<file path="config.mk">
export PLATFORM = sky130hd
export DESIGN_NAME = coordinate_frame_to_angle_error
export DESIGN_NICKNAME = d
export VERILOG_FILES = /design/src/rtl/cfae_pkg.sv /design/src/rtl/coordinate_frame_to_angle_error.sv
export VERILOG_INCLUDE_DIRS = /design/src /design/src/rtl
export SDC_FILE = /design/constraint.sdc
export NUM_CORES = 2
export LEC_CHECK = 0
export BUFFER_PORTS_ARGS = -buffer_cell sky130_fd_sc_hd__buf_2
export CORE_AREA = 10 10 367 369
export CTS_BUF_LIST = sky130_fd_sc_hd__clkbuf_4 sky130_fd_sc_hd__clkbuf_8
export DETAILED_ROUTE_END_ITERATION = 16
export DIE_AREA = 0 0 377 379
export SLEW_MARGIN = 10
export SYNTH_ARGS = -nofsm -noshare
export SYNTH_HDL_FRONTEND = slang
export SYNTH_SLANG_ARGS = --single-unit
</file>
<file path="constraint.sdc">
create_clock -name clk_i -period 22.1 [get_ports clk_i]
set_clock_uncertainty 0.2 [all_clocks]
set_input_delay 1.105 -clock clk_i [delete_from_list [all_inputs] [get_ports clk_i]]
set_output_delay 1.105 -clock clk_i [all_outputs]
set_load 0.02 [all_outputs]
</file>
<file path="src/rtl/coordinate_frame_to_angle_error_defines.svh">
// assertion macros for the coordinate frame to angle error block
// used by rtl/coordinate_frame_to_angle_error.sv
`ifndef COORDINATE_FRAME_TO_ANGLE_ERROR_DEFINES_SVH
`define COORDINATE_FRAME_TO_ANGLE_ERROR_DEFINES_SVH
`ifndef SYNTH
`define CFAE_ASSERT(label, clk, rst_n, prop) \
  label: assert property (@(posedge clk) disable iff (!rst_n) prop) \
    else $error("assertion failed");
`define CFAE_ASSERT_NR(label, clk, prop) \
  label: assert property (@(posedge clk) prop) else $error("assertion failed");
`else
`define CFAE_ASSERT(label, clk, rst_n, prop)
`define CFAE_ASSERT_NR(label, clk, prop)
`endif
`endif

</file>
<file path="src/rtl/cfae_pkg.sv">
// package for the coordinate frame to angle error block
// types, constants and the arctangent table; no dependencies
`timescale 1ns / 1ps
package cfae_pkg;
  localparam int FrameBytes = 64;
  localparam int CordicSteps = 16;
  localparam int MaxSteps = 24;
  localparam int UsedSteps = (CordicSteps > MaxSteps) ? MaxSteps : CordicSteps;
  localparam int PosW = $clog2(FrameBytes + 1);
  localparam int StepW = $clog2(UsedSteps + 1);
  localparam logic [15:0] RightAngleQ8 = 16'd23040;
  localparam logic [7:0] ChG = 8'h47;
  localparam logic [7:0] ChPlus = 8'h2b;
  localparam logic [7:0] ChMinus = 8'h2d;
  localparam logic [7:0] ChComma = 8'h2c;
  localparam logic [7:0] ChZero = 8'h30;
  localparam logic [7:0] ChNine = 8'h39;
  localparam logic [7:0] ChSpace = 8'h20;
  localparam logic [1:0] RegTrack = 2'd0;
  localparam logic [1:0] RegDist = 2'd1;
  localparam logic [1:0] RegRadius = 2'd2;

  typedef enum logic [1:0] {PH_START, PH_SIGN, PH_DIGITS} phase_e;
  typedef enum logic [2:0] {ST_IDLE, ST_LOAD, ST_ITER, ST_DONE, ST_DIST, ST_OUT} state_e;

  typedef struct packed {
    logic [7:0] rx_byte;
    logic       frame_end;
  } in_t;

  typedef struct packed {
    logic signed [15:0] angle_x;
    logic signed [15:0] angle_y;
    logic               angles_valid;
    logic               led_off;
  } out_t;

  function automatic logic [22:0] atan_q16(input logic [4:0] i);
    case (i)
      5'd0: atan_q16 = 23'd2949120;  5'd1: atan_q16 = 23'd1740967;
      5'd2: atan_q16 = 23'd919879;   5'd3: atan_q16 = 23'd466945;
      5'd4: atan_q16 = 23'd234379;   5'd5: atan_q16 = 23'd117305;
      5'd6: atan_q16 = 23'd58666;    5'd7: atan_q16 = 23'd29335;
      5'd8: atan_q16 = 23'd14668;    5'd9: atan_q16 = 23'd7334;
      5'd10: atan_q16 = 23'd3667;    5'd11: atan_q16 = 23'd1833;
      5'd12: atan_q16 = 23'd917;     5'd13: atan_q16 = 23'd458;
      5'd14: atan_q16 = 23'd229;     5'd15: atan_q16 = 23'd115;
      5'd16: atan_q16 = 23'd57;      5'd17: atan_q16 = 23'd29;
      5'd18: atan_q16 = 23'd14;      5'd19: atan_q16 = 23'd7;
      5'd20: atan_q16 = 23'd4;       5'd21: atan_q16 = 23'd2;
      5'd22: atan_q16 = 23'd1;
      default: atan_q16 = 23'd0;
    endcase
  endfunction
endpackage

</file>
<file path="src/rtl/coordinate_frame_to_angle_error.sv">
// top level of the coordinate frame to angle error block
// depends on cfae_pkg and coordinate_frame_to_angle_error_defines.svh
`timescale 1ns / 1ps
`include "coordinate_frame_to_angle_error_defines.svh"
// Parses "G x1,y1,x2,y2" frames one byte beat at a time and, on the frame end
// beat of a 'G' frame, gives one result beat. Ordinary bytes are taken while
// the sequencer is idle. The frame end beat of a 'G' frame starts a sequencer
// around one shared CORDIC datapath. In tracking mode it runs four angles, each
// through a load state, CordicSteps iterations and a finish state. A distance
// state follows for the squared distance and radius on 16x16 multipliers, and
// the output state registers the result. Outside tracking mode only the output
// state is used. Input ready is low meanwhile. The result sits in an output
// register and the next byte is taken while it waits. Frames not starting with
// 'G' give no result.
module coordinate_frame_to_angle_error
  import cfae_pkg::*;
(
  input  logic        clk_i,
  input  logic        rst_ni,
  input  logic        in_valid_i,
  output logic        in_ready_o,
  input  in_t         in_data_i,
  output logic        out_valid_o,
  input  logic        out_ready_i,
  output out_t        out_data_o,
  input  logic        cfg_valid_i,
  output logic        cfg_ready_o,
  input  logic [1:0]  cfg_index_i,
  input  logic [15:0] cfg_data_i
);
  // configuration
  logic [7:0]  track_q;
  logic [15:0] dist_q, radius_q;
  // parser state
  logic [PosW-1:0] pos_q;
  logic        marked_q, neg_q, stop_q;
  logic [2:0]  field_q;
  phase_e      phase_q;
  logic [15:0] acc_q;
  logic [15:0] coord_q [4];
  // sequencer
  state_e      state_q, state_d;
  logic [1:0]  ang_q;
  logic [StepW-1:0] step_q;
  logic signed [19:0] cx_q, cy_q;
  logic signed [24:0] cz_q;
  logic [15:0] ang_res_q [4];
  logic signed [16:0] dx_q, dy_q;
  logic [33:0] sq_q;
  logic [31:0] r2_q;
  logic        out_valid_q;
  out_t        out_q;

  logic in_acc;
  assign in_acc = in_valid_i && in_ready_o;
  assign in_ready_o = (state_q == ST_IDLE);
  assign cfg_ready_o = 1'b1;
  assign out_valid_o = out_valid_q;
  assign out_data_o = out_q;

  always_ff @(posedge clk_i or negedge rst_ni) begin
    if (!rst_ni) begin
      track_q <= '0;
      dist_q <= 16'd1000;
      radius_q <= 16'd30;
    end else if (cfg_valid_i) begin
      case (cfg_index_i)
        RegTrack: track_q <= cfg_data_i[7:0];
        RegDist: dist_q <= cfg_data_i;
        RegRadius: radius_q <= cfg_data_i;
        default: ;
      endcase
    end
  end

  // byte classification and parse step
  logic [7:0] b;
  logic digit, space;
  logic [15:0] dval, acc10, store_val;
  assign b = in_data_i.rx_byte;
  assign digit = (b >= ChZero) && (b <= ChNine);
  assign space = (b == ChSpace) || ((b >= 8'd9) && (b <= 8'd13));
  assign dval = {12'd0, 4'(b - ChZero)};
  assign acc10 = 16'({acc_q, 3'b0} + {acc_q, 1'b0} + dval);
  assign store_val = neg_q ? 16'(-acc_q) : acc_q;

  logic        p_stop, p_neg, p_store;
  phase_e      p_phase;
  logic [15:0] p_acc;
  logic        parse_en;
  always_comb begin
    p_stop = stop_q; p_neg = neg_q; p_phase = phase_q; p_acc = acc_q; p_store = 1'b0;
    parse_en = (pos_q < PosW'(FrameBytes)) && (pos_q != '0) && marked_q && !stop_q;
    if (parse_en) begin
      case (phase_q)
        PH_START: begin
          if (space) begin
          end else if (b == ChPlus || b == ChMinus) begin
            p_neg = (b == ChMinus); p_phase = PH_SIGN;
          end else if (digit) begin
            p_neg = 1'b0; p_acc = dval; p_phase = PH_DIGITS;
          end else p_stop = 1'b1;
        end
        PH_SIGN: begin
          if (digit) begin
            p_acc = dval; p_phase = PH_DIGITS;
          end else p_stop = 1'b1;
        end
        PH_DIGITS: begin
          if (digit) p_acc = acc10;
          else begin
            p_store = 1'b1;
            if (field_q == 3'd3 || b != ChComma) p_stop = 1'b1;
            else begin
              p_phase = PH_START; p_neg = 1'b0;
            end
          end
        end
        default: p_stop = 1'b1;
      endcase
    end
  end

  // frame end completion of a pending number
  logic end_store;
  logic marked_now;
  assign marked_now = (pos_q == '0) ? (b == ChG) : marked_q;
  assign end_store = marked_now && !p_stop && (p_phase == PH_DIGITS) && !p_store;

  always_ff @(posedge clk_i or negedge rst_ni) begin
    if (!rst_ni) begin
      pos_q <= '0; marked_q <= 1'b0; neg_q <= 1'b0; stop_q <= 1'b0;
      field_q <= '0; phase_q <= PH_START; acc_q <= '0;
      for (int i = 0; i < 4; i++) coord_q[i] <= '0;
    end else if (in_acc) begin
      if (p_store) coord_q[field_q[1:0]] <= store_val;
      if (in_data_i.frame_end) begin
        // pending number at frame end: p_acc and p_neg hold it
        if (end_store) coord_q[field_q[1:0]] <= p_neg ? 16'(-p_acc) : p_acc;
        pos_q <= '0; marked_q <= 1'b0; neg_q <= 1'b0; stop_q <= 1'b0;
        field_q <= '0; phase_q <= PH_START; acc_q <= '0;
      end else begin
        if (pos_q < PosW'(FrameBytes)) begin
          pos_q <= pos_q + 1'b1;
          if (pos_q == '0) marked_q <= (b == ChG);
        end
        neg_q <= p_neg; stop_q <= p_stop; phase_q <= p_phase; acc_q <= p_acc;
        if (p_store) field_q <= field_q + 1'b1;
      end
    end
  end

  // shared cordic datapath
  logic [15:0] cur_v;
  logic signed [19:0] xs, ys;
  logic signed [24:0] zr;
  logic [22:0] at;
  logic [15:0] adx, ady;
  assign cur_v = coord_q[ang_q];
  assign xs = cx_q >>> step_q;
  assign ys = cy_q >>> step_q;
  assign at = atan_q16(5'(step_q));
  assign zr = (cz_q + 25'sd128) >>> 8;
  // distance components as magnitudes, so the squares stay 16x16
  assign adx = dx_q[16] ? 16'(-dx_q) : dx_q[15:0];
  assign ady = dy_q[16] ? 16'(-dy_q) : dy_q[15:0];

  logic go;
  assign go = in_acc && in_data_i.frame_end && marked_now;

  always_comb begin
    state_d = state_q;
    case (state_q)
      ST_IDLE: if (go) state_d = (track_q == 8'd1) ? ST_LOAD : ST_OUT;
      ST_LOAD: state_d = ST_ITER;
      ST_ITER: if (step_q == StepW'(UsedSteps - 1)) state_d = ST_DONE;
      ST_DONE: state_d = (ang_q == 2'd3) ? ST_DIST : ST_LOAD;
      ST_DIST: state_d = ST_OUT;
      ST_OUT: if (!out_valid_q || out_ready_i) state_d = ST_IDLE;
      default: state_d = ST_IDLE;
    endcase
  end

  always_ff @(posedge clk_i or negedge rst_ni) begin
    if (!rst_ni) state_q <= ST_IDLE;
    else state_q <= state_d;
  end

  always_ff @(posedge clk_i or negedge rst_ni) begin
    if (!rst_ni) begin
      ang_q <= '0; step_q <= '0;
    end else begin
      case (state_q)
        ST_IDLE: begin ang_q <= '0; step_q <= '0; end
        ST_LOAD: step_q <= '0;
        ST_ITER: step_q <= step_q + 1'b1;
        ST_DONE: ang_q <= ang_q + 1'b1;
        default: ;
      endcase
    end
  end

  always_ff @(posedge clk_i) begin
    case (state_q)
      ST_LOAD: begin
        cx_q <= {4'd0, dist_q}; cy_q <= {4'd0, cur_v}; cz_q <= '0;
      end
      ST_ITER: begin
        if (cy_q >= 0) begin
          cx_q <= cx_q + ys; cy_q <= cy_q - xs; cz_q <= cz_q + 25'(at);
        end else begin
          cx_q <= cx_q - ys; cy_q <= cy_q + xs; cz_q <= cz_q - 25'(at);
        end
      end
      ST_DONE: begin
        // zero coordinate and zero distance special cases, then clamp
        if (cur_v == '0) ang_res_q[ang_q] <= '0;
        else if (dist_q == '0) ang_res_q[ang_q] <= RightAngleQ8;
        else if (zr < 0) ang_res_q[ang_q] <= '0;
        else if (zr > $signed({9'd0, RightAngleQ8})) ang_res_q[ang_q] <= RightAngleQ8;
        else ang_res_q[ang_q] <= zr[15:0];
        dx_q <= $signed({1'b0, coord_q[0]}) - $signed({1'b0, coord_q[2]});
        dy_q <= $signed({1'b0, coord_q[1]}) - $signed({1'b0, coord_q[3]});
        sq_q <= '0;
      end
      ST_DIST: begin
        sq_q <= 34'({16'd0, adx} * {16'd0, adx}) + 34'({16'd0, ady} * {16'd0, ady});
        r2_q <= radius_q * radius_q;
      end
      default: ;
    endcase
  end

  always_ff @(posedge clk_i or negedge rst_ni) begin
    if (!rst_ni) out_valid_q <= 1'b0;
    else if (state_q == ST_OUT && (!out_valid_q || out_ready_i)) out_valid_q <= 1'b1;
    else if (out_ready_i) out_valid_q <= 1'b0;
  end

  always_ff @(posedge clk_i) begin
    if (state_q == ST_OUT && (!out_valid_q || out_ready_i)) begin
      if (track_q == 8'd1) begin
        out_q.angle_x <= $signed(ang_res_q[2] - ang_res_q[0]);
        out_q.angle_y <= $signed(ang_res_q[3] - ang_res_q[1]);
        out_q.angles_valid <= 1'b1;
        out_q.led_off <= (sq_q >= {2'b0, r2_q});
      end else begin
        out_q.angle_x <= '0; out_q.angle_y <= '0;
        out_q.angles_valid <= 1'b0; out_q.led_off <= 1'b1;
      end
    end
  end

  `CFAE_ASSERT(a_busy_not_ready, clk_i, rst_ni, (state_q != ST_IDLE) |-> !in_ready_o)
  `CFAE_ASSERT(a_iter_bound, clk_i, rst_ni, (state_q == ST_ITER) |-> (step_q < StepW'(UsedSteps)))
  `CFAE_ASSERT(a_out_hold, clk_i, rst_ni, (out_valid_o && !out_ready_i) |=> out_valid_o && $stable(out_data_o))
  `CFAE_ASSERT(a_go_starts, clk_i, rst_ni, go |=> (state_q != ST_IDLE))
endmodule
</file>
==> flow_metrics.tcl <==
set metrics [dict create \
    grt_usage 0.183 \
    synth.area.top_cells "fa_1 (22%), edfxtp_1 (16%), ha_1 (12%)" \
    num_io_pins 69 \
    cp-end-kind "flop" \
    fp-row-count 131 \
    synth_compound_area_frac 0.114 \
    drive_above_1_share 0.0830 \
    cts_tree "yes" \
    fin_crit_sh 0.510 \
    synth_top_area_frac 0.220 \
    tightest_slew_ns 1.25 \
    die_x_um 377 \
    clock.fmax_mhz 88.8 \
    worstSetupStartpointType "flop" \
    start_util 0.397 \
    htreeDepth 3 \
    synth_simple_gate_area_frac 0.133 \
    synth_edf_count 261 \
    arrival_ns 11.49 \
    cts.sinks 407 \
    dieArea_um2 143000 \
    syn_inst 5342 \
    yosysWarnings 0 \
    drv_cap 0 \
    worst_slack_ns 10.83 \
    status "complete, no violations" \
    critical-path-max-stage-delay_ns 0.91 \
    antenna_found_initial 16 \
    grt_pass1_vias 38700 \
    crit_path_frequent_cell "fa_1" \
    synth_area_leader_cell "fa_1" \
    synth.area.mux_share 0.0426 \
    cp-startpoint "dy_q[0]$_DFFE_PP_" \
    min_path_type "in2async" \
    place_congestion 0.908 \
    drt_iter0_drc 2643 \
    path_clk_slew_ns 0.06 \
    yosysSeqAreaShare 0.228 \
    tns_ns 0 \
    antenna_left 0 \
    grt_overflow_total 0 \
    coreArea_um2 127000 \
    crit_family "adder cells" \
    grt_setup_unrepaired "false" \
    yosysUniqueCellTypes 98 \
    port_buffers 67 \
    dr_total_vias 37900 \
    r2r-start "dy_q[0]$_DFFE_PP_" \
    worstPathMaxFanout 16 \
    grt_pass1_wl_mm 212 \
    slew-limit-headroom 0.166 \
    drv_slew 0 \
    async_reset_ff_frac 0.359 \
    hold_buffers 0 \
    setup_viol 0 \
    final_nets 6472 \
    avgRoutedWirePerCell_um 18.3 \
    drc 0 \
    via_per_inst 5.32 \
    cts_resized 0 \
    yosys_register_bits 407 \
    die_y_um 379 \
    hold_viol 0 \
    synth_xor_area_frac 0.0551 \
    hpwl_mm 105 \
    period_needed_ns 11.27 \
    final_cell_mix "inv_1 (910), fa_1 (555), ha_1 (501)" \
    synthAdderAreaFrac 0.345 \
    area_growth_pct 7.94 \
    clk_path_buf_depth 3 \
    dp_slack_ns 11.06 \
    worstSkewPairLatency_ns 0.73 \
    path_buf_inv 5 \
    post-cts-setup-buffers 0 \
    avgSynthCellArea_um2 9.45 \
    synth_area_um2 50500 \
    cts_buffers 77 \
    mostFrequentLayoutCell "inv_1" \
    cts-root-buf "clkbuf_8" \
    path_class "reg2reg" \
    worstPathRequired_ns 22.33 \
    grt_start_max_net_pins 90 \
    ys.flop_type "edfxtp_1" \
    finalWirelength_mm 130 \
    synth_top_family_by_area "adder cells" \
    firstDrtPassIters 6 \
    cp_slowest_cell "xor2_1" \
]
==> metrics by stage <==
step / hold slack (ns) / area, um^2 / util / std cells
2_1_floorplan: 0.250 / 50500 / - / 5345
3_3_place_gp: 0.266 / 52700 / 0.415 / 6966
3_5_place_dp: 0.281 / 52700 / 0.415 / 6966
4_1_cts: 0.225 / 54500 / 0.429 / 7109
5_1_grt: 0.278 / 54500 / 0.429 / 7111
6_report: 0.232 / 54500 / 0.429 / 7115
==> state kept, by name, indices dropped and copies added, names as in the netlist, 20 cells and up <==
name,cells
ang_res_q,64
coord_q,64
out_data_o,34
sq_q,33
r2_q,31
cz_q,25
cx_q,20
cy_q,20
==> layer usage <==
layer	part of all wire	global-route usage	vias up
met1	0.45	0.253	18700
met2	0.47	0.301	975
met4	0.024	0.0444	10
met3	0.059	0.0274	201
met5	0.00054	0	-
li1	-	-	17900
==> synth_stat cells, types with 28 or more instances <==
cell / n
inv_1: 910
fa_1: 555
ha_1: 501
nor2_1: 493
nand2_1: 411
edfxtp_1: 261
a21oi_1: 200
o21ai_0: 196
xnor2_1: 187
dfrtp_1: 136
xor2_1: 128
clkbuf_1: 124
and2_1: 82
nor3_1: 80
a21o_1: 79
nand3_1: 74
mux2_2: 65
nand2b_1: 62
o22ai_1: 55
nor2b_1: 48
mux4_2: 44
and3_1: 39
mux2i_1: 39
o31ai_1: 31
a31oi_1: 30
a211oi_1: 28
o21a_1: 28
==> logic make-up after synthesis <==
| logic type | count (synthesis) |
|---|---|
| other | 2 |
| buffers and inverters | 1089 |
| and+or+nand+nor | 1440 |
| muxes | 151 |
| adders and majority gates | 1057 |
| xor gates and xnor gates | 316 |
| DFF | 407 |
| AOI/OAI and AO/OA | 880 |
==> worst paths after layout <==
check                                     endpoint  slack, ns  depth (start not counted)
setup / recovery            sq_q[31]$_SDFFCE_PP0P_      10.83                         29
hold / removal               acc_q[14]$_DFFE_PN0P_       0.23                          1
setup reg to reg            sq_q[31]$_SDFFCE_PP0P_      10.83                         29
hold reg to reg             field_q[2]$_DFFE_PN0P_       0.29                          2
max in group asynchronous  radius_q[0]$_DFFE_PN0P_      20.07                          2
min in group clk_i          field_q[2]$_DFFE_PN0P_       0.29                          2
==> area by class of cell <==
class	instances	area, um^2
tap	1662	2080
clock inverter	41	513
antenna	5	12.5
clock buffer	102	1290
sequential	407	11500
fill	12300	72500
multi-input combinational	3849	34800
timing repair buffer	126	785
inverter	923	3460
Power is not shown: default switching activity piles up to over one toggle a cycle in this logic, so the estimate is an artifact.
